==> config.mk <==
export PLATFORM = sky130hd
export DESIGN_NAME = dataset_sort_and_statistics
export DESIGN_NICKNAME = d
export VERILOG_FILES = /design/src/hw/rtl/dss_pkg.sv /design/src/hw/rtl/dss_divider.sv /design/src/hw/rtl/dss_sorter.sv /design/src/hw/rtl/dataset_sort_and_statistics.sv
export VERILOG_INCLUDE_DIRS = /design/src /design/src/hw/rtl
export SDC_FILE = /design/constraint.sdc
export NUM_CORES = 2
export LEC_CHECK = 0
export ABC_AREA = 1
export BUFFER_PORTS_ARGS = -buffer_cell sky130_fd_sc_hd__buf_2
export CAP_MARGIN = 30
export CORE_ASPECT_RATIO = 1.4
export CORE_UTILIZATION = 55
export DETAILED_ROUTE_END_ITERATION = 12
export PLACE_DENSITY = 0.67
export REMOVE_ABC_BUFFERS = 1
export SLEW_MARGIN = 20
export SYNTH_ARGS = -nofsm -noshare
export SYNTH_HDL_FRONTEND = slang
export SYNTH_HIERARCHICAL = 1
export SYNTH_SLANG_ARGS = --single-unit
==> constraint.sdc <==
create_clock -name aclk -period 5.5 [get_ports aclk]
set_input_delay 0.275 -clock aclk [delete_from_list [all_inputs] [get_ports aclk]]
set_output_delay 0.275 -clock aclk [all_outputs]
set_load 0.005 [all_outputs]
==> src/hw/rtl/dataset_sort_and_statistics_macros.svh <==
// Assertion macros used by the top level of the sort and statistics block.
`ifndef DATASET_SORT_AND_STATISTICS_MACROS_SVH
`define DATASET_SORT_AND_STATISTICS_MACROS_SVH

// Check that the antecedent implies the consequent in the same cycle.
`define DSS_ASSERT_SAME(label, ante, cons) \
    label: assert property (@(posedge aclk) disable iff (!aresetn) (ante) |-> (cons)) \
        else $error("assertion failed");

// Check that the antecedent implies the consequent in the next cycle.
`define DSS_ASSERT_NEXT(label, ante, cons) \
    label: assert property (@(posedge aclk) disable iff (!aresetn) (ante) |=> (cons)) \
        else $error("assertion failed");

`endif

==> src/hw/rtl/dss_pkg.sv <==
// Shared types and constants of the sort and statistics block.
`default_nettype none
package dss_pkg;

    localparam int VALUE_W = 8;

    // Status that the sort engine reports to the top level.
    typedef struct packed {
        logic               done;
        logic [VALUE_W-1:0] largest;
        logic [VALUE_W-1:0] smallest;
        logic [VALUE_W-1:0] median;
    } dss_stat_t;

endpackage
`default_nettype wire

==> src/hw/rtl/dss_divider.sv <==
// Restoring divider that yields the truncated mean, one quotient bit per cycle.
`default_nettype none
module dss_divider import dss_pkg::*; #(
    parameter int SUM_W = 15,
    parameter int CNT_W = 7
) (
    input  wire logic             aclk,
    input  wire logic             aresetn,
    input  wire logic             start,
    input  wire logic [SUM_W-1:0] dividend,
    input  wire logic [CNT_W-1:0] divisor,
    output logic                  done,
    output logic [SUM_W-1:0]      quotient
);
    localparam int STEP_W = $clog2(SUM_W + 1);

    logic [CNT_W-1:0]  rem_reg, rem_next;
    logic [SUM_W-1:0]  quo_reg, quo_next;
    logic [CNT_W-1:0]  div_reg, div_next;
    logic [STEP_W-1:0] step_reg, step_next;
    logic              busy_reg, busy_next;
    logic              done_reg, done_next;
    logic [CNT_W:0]    trial;
    logic              fits;

    // Shift one dividend bit into the remainder and try the subtraction.
    always_comb begin
        trial     = {rem_reg, quo_reg[SUM_W-1]};
        fits      = (trial >= {1'b0, div_reg});
        rem_next  = rem_reg;
        quo_next  = quo_reg;
        div_next  = div_reg;
        step_next = step_reg;
        busy_next = busy_reg;
        done_next = 1'b0;
        if (start) begin
            rem_next  = '0;
            quo_next  = dividend;
            div_next  = divisor;
            step_next = STEP_W'(SUM_W);
            busy_next = 1'b1;
        end else if (busy_reg) begin
            rem_next  = fits ? CNT_W'(trial - {1'b0, div_reg}) : CNT_W'(trial);
            quo_next  = {quo_reg[SUM_W-2:0], fits};
            step_next = step_reg - 1'b1;
            if (step_reg == STEP_W'(1)) begin
                busy_next = 1'b0;
                done_next = 1'b1;
            end
        end
    end

    always_ff @(posedge aclk) begin
        if (!aresetn) begin
            busy_reg <= 1'b0;
            done_reg <= 1'b0;
            step_reg <= '0;
        end else begin
            busy_reg <= busy_next;
            done_reg <= done_next;
            step_reg <= step_next;
        end
        rem_reg <= rem_next;
        quo_reg <= quo_next;
        div_reg <= div_next;
    end

    assign done     = done_reg;
    assign quotient = quo_reg;

endmodule
`default_nettype wire

==> src/hw/rtl/dss_sorter.sv <==
// Sample and scratch memories with the bottom-up merge sort sequencer.
`default_nettype none
module dss_sorter import dss_pkg::*; #(
    parameter int MAX_SAMPLES = 64
) (
    input  wire logic               aclk,
    input  wire logic               aresetn,
    input  wire logic               load_we,
    input  wire logic [$clog2(MAX_SAMPLES)-1:0]   load_addr,
    input  wire logic [VALUE_W-1:0] load_data,
    input  wire logic               start,
    input  wire logic [$clog2(MAX_SAMPLES+1)-1:0] count,
    input  wire logic [$clog2(MAX_SAMPLES)-1:0]   rd_addr,
    output logic [VALUE_W-1:0]      rd_data,
    output dss_stat_t               stat
);
    localparam int AW = $clog2(MAX_SAMPLES);
    localparam int CW = $clog2(MAX_SAMPLES + 1);
    localparam int RW = CW + 2;

    localparam logic [3:0] S_IDLE  = 4'd0;
    localparam logic [3:0] S_SETUP = 4'd1;
    localparam logic [3:0] S_RD    = 4'd2;
    localparam logic [3:0] S_CMP   = 4'd3;
    localparam logic [3:0] S_CR    = 4'd4;
    localparam logic [3:0] S_CW    = 4'd5;
    localparam logic [3:0] S_NEXT  = 4'd6;
    localparam logic [3:0] S_ST1   = 4'd7;
    localparam logic [3:0] S_ST2   = 4'd8;
    localparam logic [3:0] S_ST3   = 4'd9;

    logic [VALUE_W-1:0] store_mem   [MAX_SAMPLES];
    logic [VALUE_W-1:0] scratch_mem [MAX_SAMPLES];

    logic [3:0]         state_reg, state_next;
    logic [CW-1:0]      n_reg, n_next;
    logic [RW-1:0]      width_reg, width_next;
    logic [RW-1:0]      lo_reg, lo_next;
    logic [RW-1:0]      mid_reg, mid_next;
    logic [RW-1:0]      hi_reg, hi_next;
    logic [RW-1:0]      a_reg, a_next;
    logic [RW-1:0]      b_reg, b_next;
    logic [RW-1:0]      w_reg, w_next;
    logic [VALUE_W-1:0] rda_reg, rdb_reg, scr_rd_reg;
    logic [VALUE_W-1:0] largest_reg, largest_next;
    logic [VALUE_W-1:0] smallest_reg, smallest_next;
    logic [VALUE_W-1:0] median_reg, median_next;
    logic               done_reg, done_next;

    logic               st_we, scr_we;
    logic [AW-1:0]      st_waddr, ra, rb;
    logic [VALUE_W-1:0] st_wdata, scr_wdata;
    logic [RW-1:0]      n_ext, mid_calc, end_calc, lo_step, width_dbl;
    logic               a_live, b_live, take_a;
    logic [AW-1:0]      half;
    logic [VALUE_W:0]   pair_sum;

    always_comb begin
        n_ext     = RW'(n_reg);
        mid_calc  = lo_reg + width_reg;
        end_calc  = mid_calc + width_reg;
        lo_step   = lo_reg + (width_reg << 1);
        width_dbl = width_reg << 1;
        a_live    = (a_reg < mid_reg);
        b_live    = (b_reg < hi_reg);
        take_a    = a_live && (!b_live || (rda_reg <= rdb_reg));
        half      = AW'(n_reg >> 1);
        pair_sum  = {1'b0, rda_reg} + {1'b0, rdb_reg};
    end

    // Sequence the merge passes, the copy back and the statistics reads.
    always_comb begin
        state_next    = state_reg;
        n_next        = n_reg;
        width_next    = width_reg;
        lo_next       = lo_reg;
        mid_next      = mid_reg;
        hi_next       = hi_reg;
        a_next        = a_reg;
        b_next        = b_reg;
        w_next        = w_reg;
        largest_next  = largest_reg;
        smallest_next = smallest_reg;
        median_next   = median_reg;
        done_next     = 1'b0;
        st_we         = load_we;
        st_waddr      = load_addr;
        st_wdata      = load_data;
        scr_we        = 1'b0;
        scr_wdata     = take_a ? rda_reg : rdb_reg;
        ra            = rd_addr;
        rb            = '0;
        unique case (state_reg)
            S_IDLE: begin
                if (start) begin
                    n_next     = count;
                    width_next = RW'(1);
                    lo_next    = '0;
                    state_next = (count > CW'(1)) ? S_SETUP : S_ST1;
                end
            end
            S_SETUP: begin
                mid_next   = mid_calc;
                hi_next    = (end_calc > n_ext) ? n_ext : end_calc;
                a_next     = lo_reg;
                b_next     = mid_calc;
                w_next     = lo_reg;
                state_next = S_RD;
            end
            S_RD: begin
                ra         = a_reg[AW-1:0];
                rb         = b_reg[AW-1:0];
                state_next = S_CMP;
            end
            S_CMP: begin
                // Write the smaller head to scratch; ties take the left run.
                scr_we = 1'b1;
                if (take_a) begin
                    a_next = a_reg + 1'b1;
                end else begin
                    b_next = b_reg + 1'b1;
                end
                if (w_reg + 1'b1 == hi_reg) begin
                    w_next     = lo_reg;
                    state_next = S_CR;
                end else begin
                    w_next     = w_reg + 1'b1;
                    state_next = S_RD;
                end
            end
            S_CR: begin
                state_next = S_CW;
            end
            S_CW: begin
                st_we    = 1'b1;
                st_waddr = w_reg[AW-1:0];
                st_wdata = scr_rd_reg;
                w_next   = w_reg + 1'b1;
                state_next = (w_reg + 1'b1 == hi_reg) ? S_NEXT : S_CR;
            end
            S_NEXT: begin
                // Advance to the next pair of runs, or to the next run width.
                if (lo_step + width_reg < n_ext) begin
                    lo_next    = lo_step;
                    state_next = S_SETUP;
                end else if (width_dbl < n_ext) begin
                    width_next = width_dbl;
                    lo_next    = '0;
                    state_next = S_SETUP;
                end else begin
                    state_next = S_ST1;
                end
            end
            S_ST1: begin
                ra         = AW'(n_reg - 1'b1);
                rb         = '0;
                state_next = S_ST2;
            end
            S_ST2: begin
                largest_next  = rda_reg;
                smallest_next = rdb_reg;
                ra            = half;
                rb            = half - 1'b1;
                state_next    = S_ST3;
            end
            S_ST3: begin
                median_next = n_reg[0] ? rda_reg : pair_sum[VALUE_W:1];
                done_next   = 1'b1;
                state_next  = S_IDLE;
            end
            default: begin
                state_next = S_IDLE;
            end
        endcase
    end

    // Hold both memories; reads are registered.
    always_ff @(posedge aclk) begin
        if (st_we) begin
            store_mem[st_waddr] <= st_wdata;
        end
        rda_reg <= store_mem[ra];
        rdb_reg <= store_mem[rb];
        if (scr_we) begin
            scratch_mem[w_reg[AW-1:0]] <= scr_wdata;
        end
        scr_rd_reg <= scratch_mem[w_reg[AW-1:0]];
    end

    always_ff @(posedge aclk) begin
        if (!aresetn) begin
            state_reg <= S_IDLE;
            done_reg  <= 1'b0;
        end else begin
            state_reg <= state_next;
            done_reg  <= done_next;
        end
        n_reg        <= n_next;
        width_reg    <= width_next;
        lo_reg       <= lo_next;
        mid_reg      <= mid_next;
        hi_reg       <= hi_next;
        a_reg        <= a_next;
        b_reg        <= b_next;
        w_reg        <= w_next;
        largest_reg  <= largest_next;
        smallest_reg <= smallest_next;
        median_reg   <= median_next;
    end

    assign rd_data       = rda_reg;
    assign stat.done     = done_reg;
    assign stat.largest  = largest_reg;
    assign stat.smallest = smallest_reg;
    assign stat.median   = median_reg;

endmodule
`default_nettype wire

==> src/hw/rtl/dataset_sort_and_statistics.sv <==
// Top level of the sort and statistics block: stream ports, counters, result output.
`default_nettype none
`include "dataset_sort_and_statistics_macros.svh"
// Samples arrive one per cycle on the input stream while s_tready is high and are
// written to the sample memory; tlast closes the set. Up to MAX_SAMPLES samples are
// kept and later ones are dropped and flagged. After the last sample the merge
// sequencer sorts the set in the sample memory through a scratch memory: each merge
// pass reads and compares the run heads and writes the smaller to scratch, then reads
// each element back from scratch and copies it to the sample memory, with a setup
// step per merged pair; the statistics reads follow the last pass. The mean comes
// from a serial divider that runs alongside the sort. Results then leave in descending
// order through the registered memory read, the next only after the last is taken;
// the input stream is held off from the last sample until the last result is taken.
module dataset_sort_and_statistics import dss_pkg::*; #(
    parameter int MAX_SAMPLES = 64
) (
    input  wire logic        aclk,
    input  wire logic        aresetn,
    input  wire logic        s_tvalid,
    output logic             s_tready,
    input  wire logic [7:0]  s_tdata,   // [7:0] sample
    input  wire logic        s_tlast,   // final_sample
    output logic             m_tvalid,
    input  wire logic        m_tready,
    // [7:0] sorted_value, [13:8] position, [21:14] largest, [29:22] smallest,
    // [37:30] average, [45:38] middle_value, [52:46] sample_count, [55:53] zero
    output logic [55:0]      m_tdata,
    output logic [0:0]       m_tuser,   // [0] dropped_flag
    output logic             m_tlast    // run_end
);
    localparam int AW = $clog2(MAX_SAMPLES);
    localparam int CW = $clog2(MAX_SAMPLES + 1);
    localparam int SW = VALUE_W + CW;

    localparam logic [2:0] T_LOAD      = 3'd0;
    localparam logic [2:0] T_SORT      = 3'd1;
    localparam logic [2:0] T_EMIT_RD   = 3'd2;
    localparam logic [2:0] T_EMIT_WAIT = 3'd3;
    localparam logic [2:0] T_EMIT_OUT  = 3'd4;

    logic [2:0]         state_reg, state_next;
    logic [CW-1:0]      kept_reg, kept_next;
    logic [SW-1:0]      sum_reg, sum_next;
    logic               ovf_reg, ovf_next;
    logic [AW-1:0]      idx_reg, idx_next;
    logic               sorted_reg, sorted_next;
    logic               meaned_reg, meaned_next;
    logic [VALUE_W-1:0] mean_reg, mean_next;
    logic               valid_reg, valid_next;
    logic [55:0]        data_reg, data_next;
    logic               last_reg, last_next;

    logic               in_acc, out_acc, has_room, start;
    logic               load_we;
    logic [AW-1:0]      rd_addr;
    logic [VALUE_W-1:0] rd_data;
    dss_stat_t          stat;
    logic               div_done;
    logic [SW-1:0]      quotient;
    logic               is_final;

    assign in_acc   = s_tvalid && s_tready;
    assign out_acc  = m_tvalid && m_tready;
    assign has_room = (kept_reg < CW'(MAX_SAMPLES));
    assign load_we  = in_acc && has_room;
    assign start    = in_acc && s_tlast;
    assign rd_addr  = AW'(kept_reg - 1'b1) - idx_reg;
    assign is_final = (CW'(idx_reg) == kept_reg - 1'b1);

    dss_sorter #(
        .MAX_SAMPLES(MAX_SAMPLES)
    ) u_sorter (
        .aclk      (aclk),
        .aresetn   (aresetn),
        .load_we   (load_we),
        .load_addr (kept_reg[AW-1:0]),
        .load_data (s_tdata),
        .start     (start),
        .count     (kept_next),
        .rd_addr   (rd_addr),
        .rd_data   (rd_data),
        .stat      (stat)
    );

    dss_divider #(
        .SUM_W(SW),
        .CNT_W(CW)
    ) u_divider (
        .aclk     (aclk),
        .aresetn  (aresetn),
        .start    (start),
        .dividend (sum_next),
        .divisor  (kept_next),
        .done     (div_done),
        .quotient (quotient)
    );

    // Collect samples, wait for sort and mean, then stream results.
    always_comb begin
        state_next  = state_reg;
        kept_next   = kept_reg;
        sum_next    = sum_reg;
        ovf_next    = ovf_reg;
        idx_next    = idx_reg;
        sorted_next = sorted_reg;
        meaned_next = meaned_reg;
        mean_next   = mean_reg;
        valid_next  = valid_reg;
        data_next   = data_reg;
        last_next   = last_reg;
        if (in_acc) begin
            if (has_room) begin
                kept_next = kept_reg + 1'b1;
                sum_next  = sum_reg + SW'(s_tdata);
            end else begin
                ovf_next = 1'b1;
            end
        end
        if (div_done) begin
            meaned_next = 1'b1;
            mean_next   = quotient[VALUE_W-1:0];
        end
        if (stat.done) begin
            sorted_next = 1'b1;
        end
        unique case (state_reg)
            T_LOAD: begin
                if (start) begin
                    sorted_next = 1'b0;
                    meaned_next = 1'b0;
                    idx_next    = '0;
                    state_next  = T_SORT;
                end
            end
            T_SORT: begin
                if (sorted_reg && meaned_reg) begin
                    state_next = T_EMIT_RD;
                end
            end
            T_EMIT_RD: begin
                state_next = T_EMIT_WAIT;
            end
            T_EMIT_WAIT: begin
                data_next  = {3'b000, 7'(kept_reg), stat.median, mean_reg,
                              stat.smallest, stat.largest, 6'(idx_reg), rd_data};
                last_next  = is_final;
                valid_next = 1'b1;
                state_next = T_EMIT_OUT;
            end
            T_EMIT_OUT: begin
                if (out_acc) begin
                    valid_next = 1'b0;
                    if (last_reg) begin
                        kept_next  = '0;
                        sum_next   = '0;
                        ovf_next   = 1'b0;
                        state_next = T_LOAD;
                    end else begin
                        idx_next   = idx_reg + 1'b1;
                        state_next = T_EMIT_RD;
                    end
                end
            end
            default: begin
                state_next = T_LOAD;
            end
        endcase
    end

    always_ff @(posedge aclk) begin
        if (!aresetn) begin
            state_reg  <= T_LOAD;
            kept_reg   <= '0;
            sum_reg    <= '0;
            ovf_reg    <= 1'b0;
            valid_reg  <= 1'b0;
            sorted_reg <= 1'b0;
            meaned_reg <= 1'b0;
            idx_reg    <= '0;
        end else begin
            state_reg  <= state_next;
            kept_reg   <= kept_next;
            sum_reg    <= sum_next;
            ovf_reg    <= ovf_next;
            valid_reg  <= valid_next;
            sorted_reg <= sorted_next;
            meaned_reg <= meaned_next;
            idx_reg    <= idx_next;
        end
        mean_reg <= mean_next;
        data_reg <= data_next;
        last_reg <= last_next;
    end

    assign s_tready   = (state_reg == T_LOAD);
    assign m_tvalid   = valid_reg;
    assign m_tdata    = data_reg;
    assign m_tuser[0] = ovf_reg;
    assign m_tlast    = last_reg;

    `DSS_ASSERT_SAME(a_count_bound, 1'b1, kept_reg <= CW'(MAX_SAMPLES))
    `DSS_ASSERT_SAME(a_valid_emit, m_tvalid, state_reg == T_EMIT_OUT)
    `DSS_ASSERT_NEXT(a_run_clear, out_acc && m_tlast, kept_reg == '0 && !ovf_reg && s_tready)
    `DSS_ASSERT_SAME(a_nonempty_run, state_reg == T_SORT, kept_reg != '0)

endmodule
`default_nettype wire
==> impl_metrics.env <==
export IMPL_synthArstFlopShare_pct=0
export IMPL_vias=44870
export IMPL_cts_max_level=3
export IMPL_synth_common_cells="edfxtp_1 (1,201), nand2_1 (1,148), nand3_1 (819)"
export IMPL_rows=143
export IMPL_cpLargestDelayFamily="simple AND/OR/NAND/NOR gates"
export IMPL_ir_drop_mv=0.6470
export IMPL_path_depth=19
export IMPL_required_ns=5.90
export IMPL_seq_area_mm2=0.03761
export IMPL_yosys_register_bits=1278
export IMPL_area_growth_pct=10.12
export IMPL_cp_start_kind="flop"
export IMPL_cp_data_arrival_time_ns=4.89
export IMPL_dp_hpwl_um=113600
export IMPL_antenna_cells=0
export IMPL_grt_usage_pct=32.24
export IMPL_worst_path_buf_inv=3
export IMPL_cts_sinks=1278
export IMPL_syn_inst=5782
export IMPL_wl_um=179800
export IMPL_drtPass1Iterations=6
export IMPL_drive_above_1_share_pct=8.370
export IMPL_path_clk_slew_ns=0.07
export IMPL_grt_max_degree=193
export IMPL_status="completed"
export IMPL_hold_viol=0
export IMPL_rsz0062_at_grt="no"
export IMPL_cts_resized=0
export IMPL_layout_nets=5922
export IMPL_dpl_instance_area_mm2=0.06250
export IMPL_cts_max_path_buffers=3
export IMPL_ff2ff_path_depth=19
export IMPL_globalRouteOverflowTotal=0
export IMPL_multi_input_area_mm2=0.01940
export IMPL_r2r_end="u_sorter/lo_reg[1]$_SDFFCE_PP0P_"
export IMPL_relSlewSlack_pct=9.638
export IMPL_drc_errors=0
export IMPL_fin_crit_ns=4.490
export IMPL_hold_start="s_tlast"
export IMPL_cp_end_kind="flop"
export IMPL_setup_violations=0
export IMPL_cts_buffers=117
export IMPL_synth_most_common_cell="edfxtp_1"
export IMPL_maxCapViolCount=0
export IMPL_die_h_um=394.6
export IMPL_drt_wirelength_per_cell_um=24.50
export IMPL_clk_latency_ns=0.78
export IMPL_vias_per_cell=6.113
export IMPL_die_w_um=282.5
export IMPL_cp_cell_sequence="inv_1 > fa_1 > nor2_1 > o21ai_0 > nand2_1 > xor2_1 > inv_1 > ha_1 > a21o_1 > a31oi_1 > xnor2_1 > ha_1 > a21oi_1 > o21ai_0 > nor3_1 > nand3_1 > nor2_1 > inv_2 > nand2_1"
export IMPL_synth_edf_count=1201
export IMPL_drtIter0Drc=5093
export IMPL_initial_utilization_pct=55.68
export IMPL_portBuffers=69
export IMPL_path_max_fanout=9
export IMPL_reg2reg_from="u_sorter/width_reg[1]$_SDFFCE_PN0P_"
export IMPL_synth_distinct_cells=59
export IMPL_gp_congestion=0.9577
export IMPL_finalMaxSlewViolations=0
export IMPL_cts_root_buf="clkbuf_16"
export IMPL_grt_pass1_vias=43260
export IMPL_final_antenna_net_count=0
export IMPL_p_per_area_mw_per_mm2=563.2
export IMPL_finalClockSkew_ns=0.05555
export IMPL_tightest_slew_ns=1.355
export IMPL_avgSynthCellArea_um2=10.48
export IMPL_yosys_area_top_type="edfxtp_1"
export IMPL_hold_path_depth=4
export IMPL_max_stage_delay_ns=0.52
export IMPL_antenna_found_initial=0
export IMPL_synth_area_leaders="edfxtp_1 (60%), nand2_1 (7.1%), nand3_1 (6.8%)"
export IMPL_cts_tree="built"
export IMPL_hold_end="sorted_reg$_SDFF_PN0_"
export IMPL_core_area_mm2=0.1088
export IMPL_instances_no_fill=7340
export IMPL_boundaryPins=73
export IMPL_synth_warnings=6
export IMPL_reg2reg_setup_slack_ns=1.01
export IMPL_syn_area_mm2=0.06057
export IMPL_final_area_mm2=0.06670
export IMPL_placed_cells=7107
export IMPL_worstHoldPathType="in -> reg"
export IMPL_fill_cells=8902
export IMPL_ys_flop_type="edfxtp_1"
export IMPL_grt_pass1_wl_um=266800
export IMPL_dieArea_mm2=0.1115
export IMPL_path_class="reg -> reg"
export IMPL_finalCritPeriodShare_pct=81.64
export IMPL_fmax_ghz=0.2227
export IMPL_ys_seq_area_share_pct=62.09
export IMPL_crit_slowest_cell="edfxtp_1"
export IMPL_cellLeakagePower_uw=0.02486
export IMPL_synth_top_area_share_pct=59.55
worst reg2reg max path: stages, from the launching register on:
cell	delay (ns)
edfxtp_1	0.52
inv_1	0.17
fa_1	0.47
nor2_1	0.20
o21ai_0	0.10
nand2_1	0.10
xor2_1	0.23
inv_1	0.09
ha_1	0.33
a21o_1	0.18
a31oi_1	0.23
xnor2_1	0.16
ha_1	0.25
a21oi_1	0.13
o21ai_0	0.09
nor3_1	0.18
nand3_1	0.13
nor2_1	0.17
inv_2	0.11
nand2_1	0.27
how the worst max path moves through the flow:
stage / end / start / slack (ns)
after global placement: u_sorter/lo_reg[8]$_SDFFCE_PP0P_ / u_sorter/width_reg[0]$_SDFFCE_PN1P_ / 1.03
after floorplan: u_sorter/rdb_reg[2]$_DFF_P_ / u_sorter/n_reg[1]$_DFFE_PP_ / -7.50
after global routing: u_sorter/lo_reg[1]$_SDFFCE_PP0P_ / u_sorter/width_reg[1]$_SDFFCE_PN0P_ / 0.56
after CTS: u_sorter/width_reg[8]$_SDFFCE_PN0P_ / u_sorter/width_reg[1]$_SDFFCE_PN0P_ / 1.02
final: u_sorter/lo_reg[1]$_SDFFCE_PP0P_ / u_sorter/width_reg[1]$_SDFFCE_PN0P_ / 1.01
after detailed placement: u_sorter/width_reg[5]$_SDFFCE_PN0P_ / u_sorter/width_reg[1]$_SDFFCE_PN0P_ / 1.08
stage by stage:
step | util [%] | TNS, ns | setup slack [ns] | power, uW | hold slack (ns)
5_1_grt | 61.31 | 0 | 0.5581 | 39140 | 0.1156
2_1_floorplan | - | -96.44 | -7.505 | 23050 | 0.3792
3_5_place_dp | 57.45 | 0 | 1.085 | 28660 | 0.4045
3_3_place_gp | 57.37 | 0 | 1.030 | 28440 | 0.4008
6_report | 61.31 | 0 | 1.010 | 37560 | 0.07601
4_1_cts | 61.22 | 0 | 1.020 | 37210 | 0.04109
placed cells by master (no fill, tap or decap), types with 42 or more instances in the layout:
master and n:
edfxtp_1 1201, nand2_1 1138, nand3_1 819, inv_1 566
nor2_1 281, nand3b_1 189, o211ai_1 186, a21oi_1 173
o21ai_0 173, clkbuf_16 118, ha_1 110, buf_4 110
a22oi_1 82, nand4_1 80, dfxtp_1 77, buf_2 70
a221oi_1 46, xor2_1 42
per-layer routing:
layer | global-route usage, % | vias to the layer above | share of wire, %
li1 | - | 20420 | -
met1 | 38.89 | 21580 | 36
met2 | 53.99 | 2328 | 49
met3 | 5.073 | 536 | 8.1
met4 | 19.68 | 0 | 6.5
met5 | 0 | - | 0
logic make-up after synthesis:
logic type | after synthesis | share of synthesized area, %
compound gates | 783 | 8.274
xor+xnor | 59 | 0.8532
fa+ha+maj | 117 | 2.504
buf+inv | 921 | 6.259
flops | 1278 | 62.09
other cells | 2 | 0.01240
simple gates | 2622 | 20.01
timing repair:
action	CTS	global route
setup buffers	0	0
hold buffers	4	0
endpoints found under the hold margin	16	0
report_power, final:
group          switching (uW)  internal (uW)
logic                   11500           3980
registers                 498          13000
clock network            3710           4900
total                   15700          21900
final cells by class:
type                    instances  share of cell area (%)
well taps                    1450                   2.720
clock inverters                78                   1.473
repair buffers                200                   2.291
flip-flops and latches       1278                   56.39
inverters                     609                   3.433
multi-input cells            3586                   29.09
clock buffers                 139                   4.606
No activity file was read; power rests on OpenSTA's default activity.
